[src/rtl/mnte_pkg.sv]
// ----------------------------------------------------------------------------
// mnte_pkg
// shared constants and types of the node table engine
// ----------------------------------------------------------------------------
package mnte_pkg;

    localparam int NODES     = 32;
    localparam int SLOT_W    = $clog2(NODES);
    localparam int CNT_W     = $clog2(NODES + 1);
    localparam int QDEPTH    = 2;

    localparam logic [15:0] MAX_GROUP   = 16'hfeff;
    localparam logic [7:0]  NO_SELECTOR = 8'hff;

    localparam logic [2:0] OP_UPSERT = 3'd0;
    localparam logic [2:0] OP_REMOVE = 3'd1;
    localparam logic [2:0] OP_LOOKUP = 3'd2;
    localparam logic [2:0] OP_ASSIGN = 3'd3;
    localparam logic [2:0] OP_FREE   = 3'd4;

    localparam logic [1:0] ST_OK       = 2'd0;
    localparam logic [1:0] ST_NOTFOUND = 2'd1;
    localparam logic [1:0] ST_FULL     = 2'd2;
    localparam logic [1:0] ST_REJECTED = 2'd3;

    localparam logic [1:0] REG_PROV  = 2'd0;
    localparam logic [1:0] REG_GBASE = 2'd1;
    localparam logic [1:0] REG_SELM  = 2'd2;

    typedef struct packed {
        logic [15:0] model;
        logic [15:0] unicast;
        logic        configured;
        logic [15:0] group;
        logic [15:0] company;
        logic [15:0] vendor_model;
        logic [7:0]  selector;
    } rec_t;

    // classified command handed from front to back
    typedef struct packed {
        logic        valid_op;
        logic [2:0]  op;
        logic [31:0] key;
        rec_t        rec;
    } cmd_t;

    typedef struct packed {
        logic [1:0]  status;
        logic [5:0]  entry_count;
        rec_t        rec;
        logic [15:0] effective_group;
        logic [7:0]  free_selector;
    } res_t;

endpackage

[src/rtl/mnte_front.sv]
// ----------------------------------------------------------------------------
// mnte_front
// accepts input transfers, classifies the op and queues commands
// ----------------------------------------------------------------------------
module mnte_front
(
    input  logic           clk,
    input  logic           rst_n,
    input  logic           in_valid,
    output logic           in_ready,
    input  mnte_pkg::cmd_t in_cmd,
    output logic           q_valid,
    input  logic           q_ready,
    output mnte_pkg::cmd_t q_cmd
);
    import mnte_pkg::*;

    cmd_t                  fifo_reg [QDEPTH];
    logic [$clog2(QDEPTH):0] cnt_reg;
    logic [$clog2(QDEPTH)-1:0] wp_reg, rp_reg;
    cmd_t                  cls;
    logic                  push, pop;

    always_comb
    begin
        cls = in_cmd;
        cls.valid_op = (in_cmd.op <= OP_FREE);
    end

    assign in_ready = (cnt_reg != ($clog2(QDEPTH)+1)'(QDEPTH));
    assign q_valid  = (cnt_reg != '0);
    assign q_cmd    = fifo_reg[rp_reg];
    assign push     = in_valid && in_ready;
    assign pop      = q_valid && q_ready;

    always_ff @(posedge clk)
    begin
        if (push)
            fifo_reg[wp_reg] <= cls;
    end

    always_ff @(posedge clk or negedge rst_n)
    begin
        if (!rst_n)
        begin
            cnt_reg <= '0;
            wp_reg  <= '0;
            rp_reg  <= '0;
        end
        else
        begin
            if (push)
                wp_reg <= wp_reg + 1'b1;
            if (pop)
                rp_reg <= rp_reg + 1'b1;
            if (push && !pop)
                cnt_reg <= cnt_reg + 1'b1;
            else if (pop && !push)
                cnt_reg <= cnt_reg - 1'b1;
        end
    end

endmodule

[config.mk]
export PLATFORM = sky130hd
export DESIGN_NAME = mnte_front
export DESIGN_NICKNAME = d
export VERILOG_FILES = /design/src/rtl/mnte_pkg.sv /design/src/rtl/mnte_front.sv
export SDC_FILE = /design/constraint.sdc
export NUM_CORES = 1
export LEC_CHECK = 0
export BUFFER_PORTS_ARGS = -buffer_cell sky130_fd_sc_hd__buf_2
export CAP_MARGIN = 15
export CORE_UTILIZATION = 37
export DETAILED_ROUTE_END_ITERATION = 12
export SLEW_MARGIN = 20
export SYNTH_ARGS = -nofsm -noshare
export SYNTH_HDL_FRONTEND = slang
export SYNTH_SLANG_ARGS = --single-unit
export TNS_END_PERCENT = 5
[constraint.sdc]
create_clock -name clk -period 7.81 [get_ports clk]
set_input_delay 0 -clock clk [delete_from_list [all_inputs] [get_ports clk]]
set_output_delay 0 -clock clk [all_outputs]
set_load 0.03 [all_outputs]
; ---- Word-level counts from Yosys, hierarchy flattened
; Memory sizes are Yosys's and may differ from the RTL's.
; Index checks and enable logic that the tools add are counted.
[word_totals]
register_bits = 4
ram_bits = 250
in_bits = 129
output_inout_bits = 127
memories = 1
[op_classes]
addsub = 4
n_lt_le_gt_ge = 1
eq_ne = 1
mux = 4
n_reduce_logical = 8
[mem_list]
columns = name, words, word_bits, rd, rd_clocked_by_memory_dff, write_ports, line_no
row1 = fifo_reg, 2, 125, 1, 0, 1, mnte_front.sv:18  ; cmd_t fifo_reg [QDEPTH];
[ops]
columns = op, count
row1 = 1-bit logical AND, 4
row2 = 2-bit two-way mux, 2
row3 = 2-bit nonzero test, 2
row4 = 3-bit less-or-equal comparator (second input constant), 1
row5 = 1-bit adder (second input constant), 2
row6 = 2-bit by 1-bit adder with 2-bit output (second input constant), 1
row7 = 1-bit logical NOT, 2
row8 = 1-bit two-way mux, 2
row9 = 2-bit inequality test (second input constant), 1
row10 = 2-bit by 1-bit subtractor with 2-bit output (second input constant), 1

; ---- Longest topological paths before layout
; Gate-level depths: netlist of run 1.
[logic_depth]
word_depth = 6
depth_mapped = 7
mapped_depth_nobuf = 7

; ---- Worst setup path after synthesis of run 1
; Ideal clock, no wire load.
[synth_path]
path_type = register to register
start = register cnt_reg[0]
end = memory fifo_reg[0][0] (netlist name), enable pin
setup_time_ns = 0.611
arrival_time_ns = 6.085
t_required_ns = 7.199
setup_slack_ns = 1.114
stages_incl_launch_ff = 4
path_buffers = 0
path_cell_list = dfrtp_1 -> nand2b_1 -> nand2_1 -> nor2_1
[synth_between]
elab_chain_len = 4
[synth_rtl]
columns = item, line_no
row1 = start: declaration, mnte_front.sv:19  ; logic [$clog2(QDEPTH):0] cnt_reg;
row2 = start signal: assignment, mnte_front.sv:57  ; cnt_reg <= cnt_reg + 1'b1;
row3 = start signal: assignment, mnte_front.sv:59  ; cnt_reg <= cnt_reg - 1'b1;
row4 = 2-bit inequality test, mnte_front.sv:30  ; assign in_ready = (cnt_reg != ($clog2(QDEPTH)+1)'(QDEPTH));
row5 = net in_ready, mnte_front.sv:10  ; output logic in_ready,
row6 = 1-bit logical AND, mnte_front.sv:33  ; assign push = in_valid && in_ready;
row7 = 1-bit two-way mux, mnte_front.sv:38  ; if (push)
row8 = 1-bit two-way mux (implied by the code), mnte_front.sv:39  ; fifo_reg[wp_reg] <= cls;
row9 = end: declaration, mnte_front.sv:18
; The timed path passes the listed nets, and every way through them passes these cells.

==> metrics.cfg, run 1 <==
[min_path]
hp-start=in_cmd[8]
min_to=fifo_reg[1][8]$_DFFE_PP_
hp-class=input port to register
whs_path_depth=2

[clocking]
cts_tree=done
cts_sinks=254
clockBufferDepth=3
clk_latency_ns=0.53
cts_root_buf=clkbuf_16
clkTransAtPathRegs_ns=0.06
htreeDepth=1
cts_buffers=26
post_cts_resized=0
cts_setup_buffers=0

[worst_setup_path]
regToRegSetupSlack_ns=5.21
criticalPathCategory=register to output port
rr_startpoint=cnt_reg[0]$_DFFE_PN0P_
worst_r2r_path_depth=3
startpoint_type=register
cp.required_ns=7.81
arrival_ns=3.16
r2r_end=fifo_reg[1][69]$_DFFE_PP_
crit_fanout=73
end_kind=output port

[power_and_ir_drop]
powerDensity_nw_per_um2=378
cellLeakagePower_nw=5.04
irDropWorstVdd_mv=0.275

[timing]
drv_slew=0
setup_tns_ns=0
slew_headroom_pct=30.0
skew_ns=0.0282
finalSetupViolations=0
tightest_slew_ns=1.05
timing.fmax_mhz=316
hold_violations=0
grt_setup_unrepaired=false
min_period_ns=3.16
post-route-period-util_pct=40.5

[route]
wire_per_inst_um=16.1
vias_per_cell=4.49
ant_nets=0
drtPass1Iterations=4
vias=5175
drtIter0Drc=209
routed_wl_um=18600
drcViolationCount=0

[synth]
async_flop_share_pct=1.57
syn_avg_cell_area_um2=23.0
yosys.cell_types.count=16
synth_top_area_share_pct=80.1
synth-main-ff-cell=edfxtp_1
synth-edff-count=250
ys_seq_area_share_pct=81.2
syn_inst=408
synthTopCellsByArea=edfxtp_1 80%, mux2_2 10%, mux2_4 6.4%
synth.most_common_cell=edfxtp_1
syn-num-nets=538
synth_seq_cells=254
yosys.area.top_type=edfxtp_1
yosys_warnings=0
synth_common_cells=250 x edfxtp_1, 85 x mux2_2, 40 x mux2_4, 8 x buf_2, 6 x buf_6
netlist_area_um2=9370

[final_layout]
antenna_cells=0
largest_reg_flops=250
synthToLayoutAreaGrowth_pct=39.8
utilization_pct=53.2
final_net_count=938
drive_above_1_share_pct=51.6

[placement]
place_hpwl_um=11400
portBuffers=254
gp_congestion=0.719

[floorplanning]
fp.dieW_um=161
fp.dieH_um=161
initial_core_util_pct=38.1
core-area_um2=24600
ios=256
rows=57
dieArea_um2=26000

[status]
outcome=finished clean

[grt]
grt_max_degree=74
grt.total_usage_pct=13.9
grt.overflow.total=0
grt_pass1_wl_um=28700
grt_pass1_vias=5641
antenna_found_initial=0

[job]
drv_cap=0

## power by group
| group | leakage, nW | internal [mW] | switching [mW] |
|---|---|---|---|
| Sequential | 2.37 | 1.87 | 0.136 |
| Combinational | 2.26 | 0.659 | 1.11 |
| Clock | 0.410 | 0.696 | 0.485 |
## worst max path at each step
stage	start	endpoint
after detailed placement	cnt_reg[0]$_DFFE_PN0P_	fifo_reg[1][91]$_DFFE_PP_
after global routing	rp_reg$_DFFE_PN0P_	q_cmd[30]
final	rp_reg$_DFFE_PN0P_	q_cmd[30]
after CTS	rp_reg$_DFFE_PN0P_	q_cmd[30]
after global placement	cnt_reg[0]$_DFFE_PN0P_	fifo_reg[1][113]$_DFFE_PP_
after floorplan	cnt_reg[0]$_DFFE_PN0P_	fifo_reg[0][0]$_DFFE_PP_
## worst max-delay path: stages (launching register included)
cell and delay, ns:
dfrtp_4 1.01, buf_4 0.92, mux2_2 0.43, buf_2 0.18
## cell type report
| cell class | count | area, um^2 |
|---|---|---|
| fill | 1991 | 11500 |
| sequential | 254 | 7610 |
| timing repair buffer | 386 | 2580 |
| multi-input combinational | 139 | 1670 |
| clock buffer | 39 | 749 |
| tap | 324 | 405 |
| clock inverter | 9 | 83.8 |
| inverter | 1 | 3.75 |
## layout by cell type, fill, tap and decap left out, drive strengths merged
cell type	n
ha	1
buf	258
nand2b	1
inv	1
clkinv	7
dfrtp	4
clkinvlp	1
edfxtp	250
mux2	125
o21ai	1
dlygate4sd3	128
or2	1
nand2	2
xor2	2
and3	1
clkbuf	39
nor2	2
xnor2	3
bufinv	1
## routing by layer
layer,up-vias,part of all wire [%],global-route usage (%)
li1,2428,-,-
met1,2538,40,15.8
met2,179,51,25.4
met3,30,7.3,4.29
met4,0,2.2,3.56
met5,-,0,0
## timing repair
item,4_1_cts,5_1_grt
hold endpoints to repair,257,0
endpoints found under the setup margin,0,0
hold buffers,128,0
## kinds of logic after synthesis
group	count (synthesis)	synth area share (%)
DFF	254	81.2
AOI/OAI and AO/OA	1	0.0534
muxes	125	16.6
adders and majority gates	1	0.133
and+or+nand+nor	7	0.361
xor gates and xnor gates	5	0.467
buffers and inverters	15	1.19
## metrics by stage
stage	setup slack, ns	hold WS [ns]	instance area, um^2	cells	power, mW
final	4.65	0.184	13100	1152	4.95
after global routing	4.46	0.172	13100	1152	5.17
after CTS	4.58	0.162	13100	1152	5.02
after detailed placement	5.15	-0.188	11000	976	3.77
after global placement	5.21	-0.194	11000	976	3.73
after floorplan	1.11	-0.296	9370	408	3.36
No activity file was read; power rests on OpenSTA's default activity.
==> run 2, diff against run 1 <==
clock period = 3 ns   (was 7.81 ns; I/O delays follow)
==> run 2 against run 1 <==
Wire length shrank 0.67%. Hold slack gained 0.0055 ns. Final cell count grew 0.35%. Final area grew 0.11%. Sequential cell count is the same. Clock power grew 150%. Non-clock buffer count grew 3. Via count is essentially flat. Setup slack lost 3.9 ns. Power grew to 2.6 times the previous value. Critical endpoint is now q_cmd[35].
==> metrics.cfg, run 2 (synthesis gave the netlist of run 1 again) <==
[power_and_ir_drop]
p_sw_share_pct=35.2  ; +0.31 points
powerDensity_nw_per_um2=974  ; +160%
power_frac_comb_pct=37.2  ; +1.5 points
seqPwrFrac_pct=40.0  ; -0.5 points
p_clk_share_pct=22.7  ; -1.1 points
p_switching_mw=4.50  ; +160%
irDropWorstVdd_mv=0.588  ; +110%
cellLeakagePower_nw=5.04  ; about the same
p_int_mw=8.28  ; +160%

[final_layout]
largest_reg_flops=250  ; unchanged
multiInputGateArea_um2=1680  ; +0.60%
synthToLayoutAreaGrowth_pct=40.0
final_net_count=942  ; +0.43%
seq_area_um2=7610  ; unchanged
n_fill_cell=1972  ; -0.95%
final_cell_mix=254 x buf_2, 250 x edfxtp_1, 128 x dlygate4sd3_1
final_common_cell=buf_2
antenna_cells=0  ; unchanged
drive_above_1_share_pct=51.3  ; -0.25 points
utilization_pct=53.3  ; +0.061 points

[timing]
min_period_ns=2.29
slew_headroom_pct=47.6  ; +18 points
skew_ns=0.0105  ; -0.0177 ns
finalSetupViolations=0  ; unchanged
grt_setup_unrepaired=false
timing.fmax_mhz=437
hold_violations=0  ; unchanged
tightest_slew_ns=0.786  ; -0.265 ns
post-route-period-util_pct=76.2
setup_tns_ns=0  ; unchanged
drv_slew=0  ; unchanged

[route]
vias=5173  ; -0.039%
drtIter0Drc=228  ; +9.1%
vias_per_cell=4.47  ; -0.38%
ant_nets=0  ; unchanged
routed_wl_um=18400  ; -0.67%
wire_per_inst_um=15.9  ; -1.0%
drcViolationCount=0  ; unchanged
drtPass1Iterations=4  ; unchanged

[worst_setup_path]
criticalPathCategory=register to output port
r2r_end=fifo_reg[0][103]$_DFFE_PP_
regToRegSetupSlack_ns=1.14  ; -4.07 ns
crit_fanout=69  ; -5.5%
rr_startpoint=cnt_reg[0]$_DFFE_PN0P_
end_kind=output port
cp.required_ns=3.00  ; -4.81 ns
arrival_ns=2.29  ; -0.87 ns
startpoint_type=register
worst_r2r_path_depth=4  ; +1

[min_path]
whs_path_depth=2  ; unchanged
min_to=fifo_reg[0][91]$_DFFE_PP_
hp-class=input port to register
hp-start=in_cmd[91]

[grt]
grt_max_degree=84  ; +14%
antenna_found_initial=0  ; unchanged
grt_pass1_vias=5722  ; +1.4%
grt.overflow.total=0  ; unchanged
grt_pass1_wl_um=29000  ; +1.0%
grt.total_usage_pct=14.0  ; +0.088 points

[clocking]
cts_buffers=27  ; +3.8%
cts_sinks=254  ; unchanged
htreeDepth=1  ; unchanged
clockBufferDepth=3  ; unchanged
cts_tree=done
cts_root_buf=clkbuf_16
clk_latency_ns=0.52  ; about the same
clkTransAtPathRegs_ns=0.06  ; about the same
cts_setup_buffers=0  ; unchanged

[floorplanning]
ios=256  ; unchanged
dieArea_um2=26000  ; unchanged
rows=57  ; unchanged
core-area_um2=24600  ; unchanged
fp.dieH_um=161  ; unchanged
initial_core_util_pct=38.1  ; unchanged
fp.dieW_um=161  ; unchanged

[status]
outcome=finished clean

[placement]
portBuffers=254  ; unchanged
place_hpwl_um=11300  ; about the same
gp_congestion=0.714  ; -0.75%

[job]
drv_cap=0  ; unchanged

run 2: what timing repair did:
item,CTS,global route
hold buffers,128,0
hold endpoints to repair,257,0
gates resized for setup,0,0
run 2: power groups by stage:
stage	sequential (mW)	combinational [mW]	clock (mW)
after detailed placement	5.20	4.67	0
final	5.12	4.75	2.91
after CTS	5.14	4.82	3.01
after global routing	5.20	5.02	3.13
after floorplan	5.09	3.57	0
after global placement	5.15	4.63	0
run 2: worst max-delay path by stage:
stage / start / end / slack [ns]
after floorplan: cnt_reg[0]$_DFFE_PN0P_ / fifo_reg[0][0]$_DFFE_PP_ / 0.03
after global placement: cnt_reg[0]$_DFFE_PN0P_ / fifo_reg[0][66]$_DFFE_PP_ / 1.18
after detailed placement: cnt_reg[0]$_DFFE_PN0P_ / fifo_reg[0][103]$_DFFE_PP_ / 1.13
after CTS: rp_reg$_DFFE_PN0P_ / q_cmd[89] / 0.65
after global routing: rp_reg$_DFFE_PN0P_ / q_cmd[35] / 0.62
final: rp_reg$_DFFE_PN0P_ / q_cmd[35] / 0.71
run 2: critical path: stages (launching register included):
cell and delay (ns):
dfrtp_4 0.67, buf_12 0.38, mux2_2 0.41, buf_2 0.18
run 2: per-stage QoR:
stage	worst slack [ns]	cell area [um^2]	hold slack [ns]	power [mW]	cells
after floorplan	0.0265	9390	-0.296	8.66	408
after global placement	1.18	11100	-0.193	9.78	979
after CTS	0.652	13100	0.158	13.0	1156
final	0.714	13100	0.189	12.8	1156
after detailed placement	1.13	11100	-0.189	9.88	979
after global routing	0.618	13100	0.171	13.3	1156
run 2: per-layer routing:
layer | GRT usage (%) | vias to the layer above | wire length, um
met2 | 25.4 | 184 | 9370
met5 | 0 | - | 0
met1 | 15.9 | 2519 | 7220
met3 | 3.95 | 34 | 1360
met4 | 4.33 | 0 | 485
li1 | - | 2436 | -
run 2: layout make-up:
class                           count  share of cell area [%]
Clock inverter                     13                   0.525
Timing Repair Buffer              389                    20.1
Tap cell                          324                    3.09
Clock buffer                       36                    5.41
Sequential cell                   254                    58.0
Multi-Input combinational cell    139                    12.8
Inverter                            1                  0.0286
==> run 3, diff against run 2 <==
clock period = 2.3 ns   (was 3 ns; I/O delays follow)
==> run 3 against run 2 <==
Final cell count hardly changed. Sequential cell count stayed put. Wire length is 0.27% lower. Die area stayed put. Setup slack worse by 0.61 ns. Combinational power is 32% higher. Clock power is 45% higher. Clock skew is 0.0021 ns lower. Hold slack better by 0.018 ns. Non-clock buffer count stayed put. Register-to-register slack worse by 0.52 ns.
==> metrics.cfg, run 3 (synthesis gave the netlist of run 1 again) <==
[status]
outcome=finished clean

[final_layout]
design_area_um2=13300  ; +1.1%
n_fill_cell=1940  ; -1.6%
final_cell_mix=254 x buf_2, 250 x edfxtp_1, 128 x dlygate4sd3_1
drive_above_1_share_pct=51.9  ; +0.54 points
largest_reg_flops=250  ; unchanged
synthToLayoutAreaGrowth_pct=41.5
final_common_cell=buf_2
antenna_cells=0  ; unchanged
final_net_count=942  ; unchanged

[grt]
grt_max_degree=64  ; -24%
antenna_found_initial=0  ; unchanged
grt.overflow.total=0  ; unchanged
grt_pass1_wl_um=28700  ; -0.74%
grt_pass1_vias=5745  ; +0.40%
grt.total_usage_pct=13.9  ; -0.065 points

[placement]
gp_congestion=0.710  ; -0.46%
placedInstanceArea_um2=11100  ; +0.38%
portBuffers=254  ; unchanged
place_hpwl_um=11300  ; -0.14%

[worst_setup_path]
startpoint_type=register
crit_fanout=27  ; -61%
criticalPathCategory=register to output port
cp.required_ns=2.30  ; -0.70 ns
arrival_ns=2.19  ; -0.10 ns
end_kind=output port

[route]
wire_per_inst_um=15.9  ; -0.18%
vias=5197  ; +0.46%
vias_per_cell=4.50  ; +0.55%
drtIter0Drc=226  ; -0.88%
ant_nets=0  ; unchanged
drcViolationCount=0  ; unchanged
routed_wl_um=18400  ; -0.27%
drtPass1Iterations=4  ; unchanged

[power_and_ir_drop]
p_sw_share_pct=34.3  ; -0.93 points
p_clk_share_pct=24.6  ; +1.9 points
cellLeakagePower_nw=5.10  ; +1.2%
p_int_mw=11.3  ; +36%
power_frac_comb_pct=36.6  ; -0.6 points
seqPwrFrac_pct=38.8  ; -1.2 points
powerDensity_nw_per_um2=1300  ; +33%
finalPower_mw=17.2  ; +34%
irDropWorstVdd_mv=0.826  ; +40%
p_switching_mw=5.90  ; +31%

[floorplanning]
fp.dieH_um=161  ; unchanged
initial_core_util_pct=38.1  ; unchanged
rows=57  ; unchanged
ios=256  ; unchanged
core-area_um2=24600  ; unchanged
dieArea_um2=26000  ; unchanged
fp.dieW_um=161  ; unchanged

[timing]
timing.fmax_mhz=456
hold_violations=0  ; unchanged
min_period_ns=2.19
setup_tns_ns=0  ; unchanged
post-route-period-util_pct=95.4
grt_setup_unrepaired=false
finalSetupViolations=0  ; unchanged
drv_slew=0  ; unchanged
skew_ns=0.00841  ; -0.00209 ns
slew_headroom_pct=73.7  ; +26 points
tightest_slew_ns=0.395  ; -0.391 ns

[clocking]
cts_setup_buffers=0  ; unchanged
clk_latency_ns=0.51  ; about the same
clkTransAtPathRegs_ns=0.06  ; about the same
clockBufferDepth=3  ; unchanged
htreeDepth=1  ; unchanged
cts_tree=done
cts_buffers=27  ; unchanged
postCtsHoldBufs=128  ; unchanged
cts_sinks=254  ; unchanged
post_cts_resized=0  ; unchanged
cts_root_buf=clkbuf_16

[job]
drv_cap=0  ; unchanged

[min_path]
hp-class=input port to register

run 3: final timing paths:
path	startpoint	end	slack (ns)	cells past startpoint
max	rp_reg$_DFFE_PN0P_	q_cmd[96]	0.11	3
min	in_cmd[70]	fifo_reg[1][70]$_DFFE_PP_	0.21	2
max reg2reg	cnt_reg[0]$_DFFE_PN0P_	fifo_reg[1][53]$_DFFE_PP_	0.62	3
min reg2reg	cnt_reg[0]$_DFFE_PN0P_	cnt_reg[0]$_DFFE_PN0P_	0.55	1
max in group asynchronous	rst_n	rp_reg$_DFFE_PN0P_	1.70	3
min in group asynchronous	rst_n	rp_reg$_DFFE_PN0P_	0.40	3
run 3: routing by layer:
metal	part of all wire (%)	global-route usage, %	vias up
li1	-	-	2431
met1	39	15.2	2549
met2	52	26.1	185
met4	2.0	4.25	0
met5	0	0	-
met3	6.9	3.88	32
run 3: power groups by stage:
stage                     Combinational (mW)  Sequential (mW)  Clock (mW)
after CTS                               6.37             6.68        4.36
final                                   6.29             6.66        4.23
after floorplan                         4.66             6.64           0
after global routing                    6.62             6.76        4.53
after global placement                  6.10             6.70           0
after detailed placement                6.17             6.77           0
run 3: metrics by stage:
step / utilization [%] / setup slack (ns) / cells / hold WS (ns)
after global placement: 45.1 / 0.633 / 979 / -0.192
after detailed placement: 45.1 / 0.622 / 979 / -0.186
after global routing: 53.9 / 0.0000788 / 1155 / 0.191
final: 53.9 / 0.107 / 1155 / 0.207
after CTS: 53.9 / 0.0585 / 1155 / 0.173
after floorplan: - / -0.647 / 408 / -0.296
run 3: layout make-up:
cell class                      instances  area, um^2  share of cell area (%)
Timing Repair Buffer                  389        2680                    20.2
Tap cell                              324         405                    3.06
Clock inverter                         15         184                    1.39
Multi-Input combinational cell        139        1680                    12.7
Inverter                                1        3.75                  0.0283
Sequential cell                       254        7610                    57.4
Clock buffer                           33         698                    5.26
run 3: critical path: stages, from the launching register on:
cell     delay (ns)
dfrtp_4        0.66
buf_4          0.42
mux2_2         0.40
buf_2          0.18
